$ cat config.mk
export PLATFORM = sky130hd
export DESIGN_NAME = quartic_bisection_root_finder
export DESIGN_NICKNAME = d
export VERILOG_FILES = /design/src/design/qbrf_pkg.sv /design/src/design/qbrf_ctrl.sv /design/src/design/qbrf_dp.sv /design/src/design/quartic_bisection_root_finder.sv
export SDC_FILE = /design/constraint.sdc
export NUM_CORES = 2
export LEC_CHECK = 0
export BUFFER_PORTS_ARGS = -buffer_cell sky130_fd_sc_hd__buf_4
export CAP_MARGIN = 0
export CORE_MARGIN = 4
export CORE_UTILIZATION = 45
export CTS_CLUSTER_DIAMETER = 60
export DETAILED_ROUTE_END_ITERATION = 7
export MAX_ROUTING_LAYER = met4
export PLACE_DENSITY = 0.72
export SETUP_SLACK_MARGIN = 0.05
export SKIP_CTS_REPAIR_TIMING = 1
export SLEW_MARGIN = 20
export SYNTH_ARGS = -nofsm -noshare
export SYNTH_HDL_FRONTEND = slang
export SYNTH_HIERARCHICAL = 1
export SYNTH_SLANG_ARGS = --single-unit
export TNS_END_PERCENT = 10
$ cat constraint.sdc
create_clock -name clk_i -period 20.4 [get_ports clk_i]
set_clock_uncertainty 0.2 [all_clocks]
set_input_delay 0 -clock clk_i [delete_from_list [all_inputs] [get_ports clk_i]]
set_output_delay 0 -clock clk_i [all_outputs]
set_load 0.1 [all_outputs]
$ cat src/design/qbrf_pkg.sv
`timescale 1ns / 1ps
// ----------------------------------------------------------------------------
// qbrf_pkg: shared definitions for the quartic bisection root finder
// Widths, register indexes, stop codes and the controller/datapath interface.
// ----------------------------------------------------------------------------
package qbrf_pkg;

  localparam int FRAC_BITS  = 16;
  localparam int DATA_WIDTH = 32;
  localparam int XW         = 32;                 // bracket / coefficient width
  localparam int PROD_W     = DATA_WIDTH + XW;    // exact Horner product
  localparam int SUM_W      = ((DATA_WIDTH > XW) ? DATA_WIDTH : XW) + 1;
  localparam int TOL_W      = 31;
  localparam int CNT_W      = 6;
  localparam int IDX_W      = 3;

  // configuration register indexes
  localparam logic [IDX_W-1:0] REG_COEF_X4    = 3'd0;
  localparam logic [IDX_W-1:0] REG_COEF_X3    = 3'd1;
  localparam logic [IDX_W-1:0] REG_COEF_X2    = 3'd2;
  localparam logic [IDX_W-1:0] REG_COEF_X1    = 3'd3;
  localparam logic [IDX_W-1:0] REG_COEF_X0    = 3'd4;
  localparam logic [IDX_W-1:0] REG_WIDTH_TOL  = 3'd5;
  localparam logic [IDX_W-1:0] REG_ITER_LIMIT = 3'd6;

  localparam logic [TOL_W-1:0] WIDTH_TOL_RST  = 31'd1;
  localparam logic [CNT_W-1:0] ITER_LIMIT_RST = 6'd32;

  typedef enum logic [1:0] {
    CAUSE_ZERO  = 2'd0,
    CAUSE_WIDTH = 2'd1,
    CAUSE_LIMIT = 2'd2
  } stop_cause_e;

  typedef struct packed {
    logic signed [XW-1:0] coef_x4;
    logic signed [XW-1:0] coef_x3;
    logic signed [XW-1:0] coef_x2;
    logic signed [XW-1:0] coef_x1;
    logic signed [XW-1:0] coef_x0;
    logic [TOL_W-1:0]     width_tol;
    logic [CNT_W-1:0]     iter_limit;
  } cfg_t;

  typedef struct packed {
    logic        load;       // take a new bracket
    logic        init_lo;    // start evaluation at the lower end
    logic        init_mid;   // form midpoint, start evaluation there
    logic        mul;        // acc * x into product register
    logic        add;        // scale, saturate, add coefficient
    logic [1:0]  coef_sel;   // 0..3 selects x3..x0
    logic        save_flo;   // keep sign of p(lower)
    logic        update;     // move one bracket end to the midpoint
    logic        finish;     // latch result, strobe next cycle
    stop_cause_e cause;
  } dp_cmd_t;

  typedef struct packed {
    logic acc_zero;
    logic width_ok;
    logic limit_hit;
  } dp_status_t;

endpackage

$ cat src/design/qbrf_ctrl.sv
`timescale 1ns / 1ps
// ----------------------------------------------------------------------------
// qbrf_ctrl: bisection sequencer
// Steps the shared Horner datapath through p(lower) once, then one midpoint
// evaluation and decision per pass.
// ----------------------------------------------------------------------------
module qbrf_ctrl (
  input  logic                 clk_i,
  input  logic                 rst_ni,
  input  logic                 start,
  output logic                 busy,
  input  qbrf_pkg::dp_status_t status_i,
  output qbrf_pkg::dp_cmd_t    cmd_o
);

  typedef enum logic [5:0] {
    S_IDLE   = 6'b000001,
    S_INIT   = 6'b000010,
    S_MUL    = 6'b000100,
    S_ADD    = 6'b001000,
    S_MID    = 6'b010000,
    S_DECIDE = 6'b100000
  } state_e;

  state_e     state_q, state_d;
  logic [1:0] step_q, step_d;
  logic       phase_mid_q, phase_mid_d;

  always_comb begin
    state_d     = state_q;
    step_d      = step_q;
    phase_mid_d = phase_mid_q;
    cmd_o       = '0;
    cmd_o.cause = qbrf_pkg::CAUSE_ZERO;
    unique case (state_q)
      S_IDLE: begin
        if (start) begin
          cmd_o.load = 1'b1;
          state_d    = S_INIT;
        end
      end
      S_INIT: begin
        cmd_o.init_lo = 1'b1;
        step_d        = 2'd0;
        phase_mid_d   = 1'b0;
        state_d       = S_MUL;
      end
      S_MUL: begin
        cmd_o.mul = 1'b1;
        state_d   = S_ADD;
      end
      S_ADD: begin
        cmd_o.add      = 1'b1;
        cmd_o.coef_sel = step_q;
        step_d         = step_q + 2'd1;
        if (step_q == 2'd3) begin
          state_d = phase_mid_q ? S_DECIDE : S_MID;
        end else begin
          state_d = S_MUL;
        end
      end
      S_MID: begin
        // acc still holds p(lower) on the first entry
        cmd_o.save_flo = !phase_mid_q;
        cmd_o.init_mid = 1'b1;
        phase_mid_d    = 1'b1;
        step_d         = 2'd0;
        state_d        = S_MUL;
      end
      S_DECIDE: begin
        priority if (status_i.acc_zero) begin
          cmd_o.finish = 1'b1;
          cmd_o.cause  = qbrf_pkg::CAUSE_ZERO;
          state_d      = S_IDLE;
        end else if (status_i.width_ok) begin
          cmd_o.finish = 1'b1;
          cmd_o.cause  = qbrf_pkg::CAUSE_WIDTH;
          state_d      = S_IDLE;
        end else if (status_i.limit_hit) begin
          cmd_o.finish = 1'b1;
          cmd_o.cause  = qbrf_pkg::CAUSE_LIMIT;
          state_d      = S_IDLE;
        end else begin
          cmd_o.update = 1'b1;
          state_d      = S_MID;
        end
      end
      default: begin
        state_d = S_IDLE;
      end
    endcase
  end

  always_ff @(posedge clk_i or negedge rst_ni) begin
    if (!rst_ni) begin
      state_q     <= S_IDLE;
      step_q      <= 2'd0;
      phase_mid_q <= 1'b0;
    end else begin
      state_q     <= state_d;
      step_q      <= step_d;
      phase_mid_q <= phase_mid_d;
    end
  end

  assign busy = (state_q != S_IDLE);

endmodule

$ cat src/design/qbrf_dp.sv
`timescale 1ns / 1ps
// ----------------------------------------------------------------------------
// qbrf_dp: bracket registers and shared Horner evaluator
// One signed multiplier, a scale/saturate/add stage, bracket update and the
// result registers.
// ----------------------------------------------------------------------------
module qbrf_dp (
  input  logic                                clk_i,
  input  logic                                rst_ni,
  input  qbrf_pkg::cfg_t                      cfg_i,
  input  qbrf_pkg::dp_cmd_t                   cmd_i,
  output qbrf_pkg::dp_status_t                status_o,
  input  logic signed [qbrf_pkg::XW-1:0]      lower_bound_i,
  input  logic signed [qbrf_pkg::XW-1:0]      upper_bound_i,
  output logic                                done_o,
  output logic signed [qbrf_pkg::XW-1:0]      root_estimate_o,
  output logic [1:0]                          stop_cause_o,
  output logic [qbrf_pkg::CNT_W-1:0]          passes_used_o
);

  localparam int DW = qbrf_pkg::DATA_WIDTH;
  localparam int PW = qbrf_pkg::PROD_W;
  localparam int SW = qbrf_pkg::SUM_W;
  localparam int XW = qbrf_pkg::XW;
  localparam int FB = qbrf_pkg::FRAC_BITS;

  localparam logic signed [DW-1:0] DMAX = {1'b0, {(DW-1){1'b1}}};
  localparam logic signed [DW-1:0] DMIN = {1'b1, {(DW-1){1'b0}}};

  function automatic logic signed [DW-1:0] sat_prod(input logic signed [PW-1:0] v);
    logic [PW-DW:0] top;
    top = v[PW-1:DW-1];
    if ((top == '0) || (top == '1)) begin
      sat_prod = v[DW-1:0];
    end else begin
      sat_prod = v[PW-1] ? DMIN : DMAX;
    end
  endfunction

  function automatic logic signed [DW-1:0] sat_sum(input logic signed [SW-1:0] v);
    logic [SW-DW:0] top;
    top = v[SW-1:DW-1];
    if ((top == '0) || (top == '1)) begin
      sat_sum = v[DW-1:0];
    end else begin
      sat_sum = v[SW-1] ? DMIN : DMAX;
    end
  endfunction

  logic signed [XW-1:0] lo_q, hi_q, mid_q, x_q;
  logic signed [DW-1:0] acc_q;
  logic signed [PW-1:0] prod_q;
  logic                 width_ok_q;
  logic                 flo_zero_q, flo_neg_q;
  logic [qbrf_pkg::CNT_W-1:0] passes_q;
  logic                 done_q;
  logic signed [XW-1:0] root_q;
  logic [1:0]           cause_q;
  logic [qbrf_pkg::CNT_W-1:0] passes_out_q;

  // midpoint: floor((lo + hi) / 2) at full precision
  logic signed [XW:0]   sum_c;
  logic signed [XW-1:0] mid_c;
  assign sum_c = {lo_q[XW-1], lo_q} + {hi_q[XW-1], hi_q};
  assign mid_c = sum_c[XW:1];

  // bracket width |hi - lo|
  logic signed [XW:0] diff_a, diff_b;
  logic [XW:0]        width_c;
  assign diff_a  = {hi_q[XW-1], hi_q} - {lo_q[XW-1], lo_q};
  assign diff_b  = {lo_q[XW-1], lo_q} - {hi_q[XW-1], hi_q};
  assign width_c = diff_a[XW] ? diff_b : diff_a;

  // leading coefficient saturated to the accumulator range
  logic signed [DW-1:0] c4_sat;
  assign c4_sat = sat_sum({{(SW-XW){cfg_i.coef_x4[XW-1]}}, cfg_i.coef_x4});

  // Horner step: product / 2^FB toward zero, saturate, add coefficient, saturate
  logic signed [XW-1:0] coef_c;
  logic signed [PW-1:0] shr_c, trunc_c;
  logic                 adj_c;
  logic signed [DW-1:0] term_c, acc_next_c;
  logic signed [SW-1:0] add_c;

  always_comb begin
    unique case (cmd_i.coef_sel)
      2'd0:    coef_c = cfg_i.coef_x3;
      2'd1:    coef_c = cfg_i.coef_x2;
      2'd2:    coef_c = cfg_i.coef_x1;
      default: coef_c = cfg_i.coef_x0;
    endcase
  end

  assign shr_c      = prod_q >>> FB;
  assign adj_c      = prod_q[PW-1] && (prod_q[FB-1:0] != '0);
  assign trunc_c    = shr_c + {{(PW-1){1'b0}}, adj_c};
  assign term_c     = sat_prod(trunc_c);
  assign add_c      = {{(SW-DW){term_c[DW-1]}}, term_c} + {{(SW-XW){coef_c[XW-1]}}, coef_c};
  assign acc_next_c = sat_sum(add_c);

  // same strict sign as p(lower): move the lower end
  logic move_lo_c;
  assign move_lo_c = (acc_q != '0) && !flo_zero_q && (acc_q[DW-1] == flo_neg_q);

  always_ff @(posedge clk_i) begin
    if (cmd_i.load) begin
      lo_q <= lower_bound_i;
      hi_q <= upper_bound_i;
    end else if (cmd_i.update) begin
      if (move_lo_c) begin
        lo_q <= mid_q;
      end else begin
        hi_q <= mid_q;
      end
    end
    if (cmd_i.init_lo) begin
      x_q   <= lo_q;
      acc_q <= c4_sat;
    end else if (cmd_i.init_mid) begin
      x_q   <= mid_c;
      acc_q <= c4_sat;
    end else if (cmd_i.add) begin
      acc_q <= acc_next_c;
    end
    if (cmd_i.init_mid) begin
      mid_q      <= mid_c;
      width_ok_q <= (width_c <= {2'b00, cfg_i.width_tol});
    end
    if (cmd_i.mul) begin
      prod_q <= acc_q * x_q;
    end
    if (cmd_i.save_flo) begin
      flo_zero_q <= (acc_q == '0);
      flo_neg_q  <= acc_q[DW-1];
    end
    if (cmd_i.finish) begin
      root_q       <= mid_q;
      cause_q      <= cmd_i.cause;
      passes_out_q <= passes_q;
    end
  end

  always_ff @(posedge clk_i or negedge rst_ni) begin
    if (!rst_ni) begin
      passes_q <= '0;
      done_q   <= 1'b0;
    end else begin
      if (cmd_i.load) begin
        passes_q <= '0;
      end else if (cmd_i.update) begin
        passes_q <= passes_q + 1'b1;
      end
      done_q <= cmd_i.finish;
    end
  end

  assign status_o.acc_zero  = (acc_q == '0);
  assign status_o.width_ok  = width_ok_q;
  assign status_o.limit_hit = (passes_q >= cfg_i.iter_limit);

  assign done_o          = done_q;
  assign root_estimate_o = root_q;
  assign stop_cause_o    = cause_q;
  assign passes_used_o   = passes_out_q;

endmodule

$ cat src/design/quartic_bisection_root_finder.sv
`timescale 1ns / 1ps
// ----------------------------------------------------------------------------
// quartic_bisection_root_finder: bisection root search on a quartic
// Holds the configuration registers and joins the sequencer to the datapath.
// ----------------------------------------------------------------------------
//  channel   | handshake              | payload
//  ----------+------------------------+---------------------------------------
//  request   | start high, busy low   | lower_bound_i, upper_bound_i
//  result    | done_o, one cycle      | root_estimate_o, stop_cause_o,
//            |                        | passes_used_o
//  config    | cfg_we_i, no wait      | cfg_idx_i, cfg_wdata_i
//
//  One request at a time. p(lower) is evaluated once, then each pass takes
//  a midpoint, four Horner steps on the one shared multiplier, and a
//  decision. The result strobes after the last decision; busy falls with it.
//  Reset clears the sequencer and loads the register reset values.
//  The result cannot be held off; it is shown for exactly one cycle.
// ----------------------------------------------------------------------------
module quartic_bisection_root_finder (
  input  logic                               clk_i,
  input  logic                               rst_ni,
  input  logic                               start,
  output logic                               busy,
  input  logic signed [qbrf_pkg::XW-1:0]     lower_bound_i,
  input  logic signed [qbrf_pkg::XW-1:0]     upper_bound_i,
  output logic                               done_o,
  output logic signed [qbrf_pkg::XW-1:0]     root_estimate_o,
  output logic [1:0]                         stop_cause_o,
  output logic [qbrf_pkg::CNT_W-1:0]         passes_used_o,
  input  logic                               cfg_we_i,
  input  logic [qbrf_pkg::IDX_W-1:0]         cfg_idx_i,
  input  logic [qbrf_pkg::XW-1:0]            cfg_wdata_i
);

  qbrf_pkg::cfg_t       cfg_q;
  qbrf_pkg::dp_cmd_t    cmd;
  qbrf_pkg::dp_status_t status;

  always_ff @(posedge clk_i or negedge rst_ni) begin
    if (!rst_ni) begin
      cfg_q.coef_x4    <= '0;
      cfg_q.coef_x3    <= '0;
      cfg_q.coef_x2    <= '0;
      cfg_q.coef_x1    <= '0;
      cfg_q.coef_x0    <= '0;
      cfg_q.width_tol  <= qbrf_pkg::WIDTH_TOL_RST;
      cfg_q.iter_limit <= qbrf_pkg::ITER_LIMIT_RST;
    end else if (cfg_we_i) begin
      unique case (cfg_idx_i)
        qbrf_pkg::REG_COEF_X4:    cfg_q.coef_x4    <= cfg_wdata_i;
        qbrf_pkg::REG_COEF_X3:    cfg_q.coef_x3    <= cfg_wdata_i;
        qbrf_pkg::REG_COEF_X2:    cfg_q.coef_x2    <= cfg_wdata_i;
        qbrf_pkg::REG_COEF_X1:    cfg_q.coef_x1    <= cfg_wdata_i;
        qbrf_pkg::REG_COEF_X0:    cfg_q.coef_x0    <= cfg_wdata_i;
        qbrf_pkg::REG_WIDTH_TOL:  cfg_q.width_tol  <= cfg_wdata_i[qbrf_pkg::TOL_W-1:0];
        qbrf_pkg::REG_ITER_LIMIT: cfg_q.iter_limit <= cfg_wdata_i[qbrf_pkg::CNT_W-1:0];
        default: ;  // unmapped index, write dropped
      endcase
    end
  end

  qbrf_ctrl u_ctrl (
    .clk_i    (clk_i),
    .rst_ni   (rst_ni),
    .start    (start),
    .busy     (busy),
    .status_i (status),
    .cmd_o    (cmd)
  );

  qbrf_dp u_dp (
    .clk_i           (clk_i),
    .rst_ni          (rst_ni),
    .cfg_i           (cfg_q),
    .cmd_i           (cmd),
    .status_o        (status),
    .lower_bound_i   (lower_bound_i),
    .upper_bound_i   (upper_bound_i),
    .done_o          (done_o),
    .root_estimate_o (root_estimate_o),
    .stop_cause_o    (stop_cause_o),
    .passes_used_o   (passes_used_o)
  );

endmodule

==> metrics.md <==
| Metric | Value |
|---|---|
| Status | `completed` |
| Die H | `between 300 and 400 um` |
| R2R cell count | `27` |
| Final hold vios | `0` |
| Synth warn | `6` |
| Global-route wire length before repair | `261,000 um` |
| Sequential Area | `around 0.013 mm2` |
| Final slew viol count | `0` |
| FILL cells | `12,400` |
| Placer Congestion | `roughly 0.93` |
| Num CTS Buffers | `50` |
| Met3 WL | `approximately 9100 um` |
| Synth top area cells | `fa_1 34%, edfxtp_1 13%, dfrtp_1 8.3%` |
| Gate Count Post-Synth | `6,270` |
| Syn avg cell area | `10.1 um2` |
| Top cell type by total area after synthesis | `fa_1` |
| Syn_nets | `7,812` |
| WL final | `162,000 um` |
| DRT antenna net count | `0` |
| Worst reg2reg endpoint | `u_dp/prod_q[63]` |
| DR top layer | `met4` |
| Average wire per standard cell | `19.5 um` |
| Register area share after synthesis | `21.1%` |
| Reg clk slew, reported paths | `0.07 ns` |
| TNS Setup | `0 ns` |
| Total grt overflow | `0` |
| Max Clock Freq | `approximately 110 MHz` |
| Placed instance area | `0.0661 mm2` |
| Required @ worst endpoint | `20.54 ns` |
| Clock root buffer master | `clkbuf_16` |
| Router iterations before antenna repair | `7` |
| Worst Hold Class | `primary input to flip-flop` |
| Minimum clock period | `9.35 ns` |
| Reg2Reg Launch Point | `u_dp/acc_q[31]` |
| Tcrit/Tclk final | `45.8%` |
| Commonest non-fill, non-tap cell in the layout | `inv_1` |
| TritonCTS clock tree | `done` |
| Wl on met1 | `67,200 um` |
| Die area | `roughly 0.15 mm2` |
| Post-DP HPWL | `about 120,000 um` |
| MaxCap Viol Count | `0` |
| Vias/cell | `5.36` |
| Clk buf depth | `3` |
| Main synth FF type | `edfxtp_1` |
| RSZ-0062 raised after global routing | `no` |
| Syn Std Cell Area | `0.0633 mm2` |
| Core ar. | `0.140 mm2` |
| Met2 wire len | `79,900 um` |
| FP Rows | `137` |
| Initial antenna violation count | `16` |
| Largest net degree at the start of global routing | `approximately 130` |
| Area growth syn-to-layout | `8.86%` |
| Crit start category | `flip-flop` |
| Share of layout cells above drive strength 1 | `7.94%` |
| Pin slew with the least headroom to its limit | `1.13 ns` |
| Hold Path End | `u_dp/hi_q[24]` |
| Area of the multi-input gates | `0.0445 mm2` |
| Post-synth EDFFs | `267` |
| Crit path kind | `flip-flop to flip-flop` |
| Worst endpoint data arrival time | `between 9 and 10 ns` |
| Asr flop ratio synth | `between 40% and 50%` |
| Final setup vio count | `0` |
| Via Count | `44,400` |
| Synth top area share | `34.3%` |
| Most frequent cells in the layout | `1,113 x inv_1, 1,086 x fa_1, 745 x nand2_1, 530 x and2_1, 353 x ha_1` |
| Headroom to the max-slew limit | `24.1%` |
| Starting Density | `45.3%` |
| Latest clock arrival within the worst-skew pair | `~0.6 ns` |
| Crit path capture type | `flip-flop` |
| I/O pins | `145` |
| Vias in the first global route | `48,100` |
| Post-layout nets | `7,898` |
| Clock sinks | `480` |
| Reg2reg setup slack | `11.05 ns` |
| H-Tree Depth | `2` |
| Hold path depth | `4` |
| Hold Path Origin | `upper_bound_i[24]` |
| Synthesized flop and latch total | `480` |
| Number of port buffers | `144` |
| Crit path max fanout | `24` |
| Residual DRC | `0` |
| Die Wd | `383 um` |
| Netlist cell types | `100` |
| GRT Util Overall | `23.0%` |
| Fin area | `0.0689 mm2` |
| DRT iter0 DRCs | `3,237` |
flip-flops by register name, summed over array words and instances, names as in the netlist:
name,flops
u_dp/width_ok_q,1
u_ctrl/state_q,6
u_dp/flo_neg_q,1
u_ctrl/phase_mid_q,1
u_dp/x_q,32
u_dp/passes_q,6
u_dp/lo_q,32
u_dp/root_estimate_o,32
u_dp/acc_q,32
u_dp/stop_cause_o,2
u_dp/done_o,1
u_dp/passes_used_o,6
u_ctrl/step_q,2
u_dp/flo_zero_q,1
u_dp/prod_q,64
u_dp/mid_q,32
u_dp/hi_q,32
cfg_q,197
through the flow:
stage	cells	setup WS [ns]	hold slack, ns	utilization, %
floorplan	6270	12.24	-0.496	-
global placement	8073	11.25	0.0174	47.3
detailed placement	8074	11.12	0.0224	47.3
CTS	8164	11.05	-0.621	48.5
global route	8282	10.59	0.0109	49.3
finish	8284	11.05	0.00933	49.3
worst max-delay path, stage by stage, from the launching register on:
cell and delay (ns):
edfxtp_1 0.61, buf_4 0.37, nand2_1 0.18, inv_1 0.13, fa_1 0.39, inv_1 0.22
fa_1 0.55, inv_1 0.19, fa_1 0.48, fa_1 0.99, inv_1 0.45, fa_1 0.60
inv_1 0.06, fa_1 0.48, fa_1 0.49, inv_1 0.05, fa_1 0.50, inv_1 0.04
ha_1 0.33, a21oi_1 0.23, a21oi_1 0.09, nand2b_1 0.16, o2111ai_1 0.14, a21oi_1 0.18
a311oi_2 0.42, o2111ai_1 0.20, a21oi_1 0.24, xnor2_1 0.09
synth_stat cells (24+ instances only):
library cell / count
a21o_1: 89
a21oi_1: 233
and2_1: 531
and3_1: 25
clkbuf_1: 241
dfrtp_1: 210
edfxtp_1: 267
fa_1: 1086
ha_1: 353
inv_1: 1113
mux2_1: 93
mux2_2: 116
mux2i_1: 44
mux4_2: 32
nand2_1: 745
nand2b_1: 54
nand3_1: 44
nand4_1: 36
nor2_1: 221
nor3_1: 30
nor4_1: 24
o21ai_0: 136
o21bai_1: 41
xnor2_1: 133
xor2_1: 64
logic make-up (layout without fill, tap and decap cells):
logic type	Yosys count	after routing	synth area share [%]
other	0	14	0
XOR/XNOR	197	197	2.73
AO/OA/AOI/OAI	658	658	6.54
AND/OR/NAND/NOR	1790	1790	14.0
multiplexers	288	288	5.62
adder cells (fa/ha/maj)	1440	1440	41.3
buffers and inverters	1417	1541	8.73
flip-flops	480	480	21.1
how the worst max path moves through the flow:
stage / start / end / slack (ns) / cells after the start
after CTS: u_dp/x_q[10] / u_dp/prod_q[63] / 11.05 / 23
after global placement: u_dp/x_q[8] / u_dp/prod_q[62] / 11.25 / 24
after global routing: u_dp/acc_q[31] / u_dp/prod_q[62] / 10.59 / 27
after floorplan: u_dp/acc_q[31] / u_dp/prod_q[62] / 12.24 / 28
final: u_dp/acc_q[31] / u_dp/prod_q[63] / 11.05 / 27
after detailed placement: u_dp/x_q[9] / u_dp/prod_q[62] / 11.12 / 24
final cells by class:
| cell class | instances | area share [%] |
|---|---|---|
| Multi-Input combinational cell | 4373 | 64.6 |
| Sequential cell | 480 | 19.4 |
| Inverter | 1117 | 6.08 |
| Timing Repair Buffer | 334 | 4.08 |
| Tap cell | 1876 | 3.41 |
| Clock buffer | 62 | 2.00 |
| Clock inverter | 28 | 0.408 |
| Antenna cell | 14 | 0.0508 |
metal layers:
metal | vias up | global-route usage (%)
li1 | 19800 | -
met1 | 22800 | 29.4
met4 | 0 | 7.02
met3 | 325 | 2.79
met5 | - | -
met2 | 1480 | 38.5
Power is not shown: default switching activity piles up to over one toggle a cycle in this logic, so the estimate is an artifact.
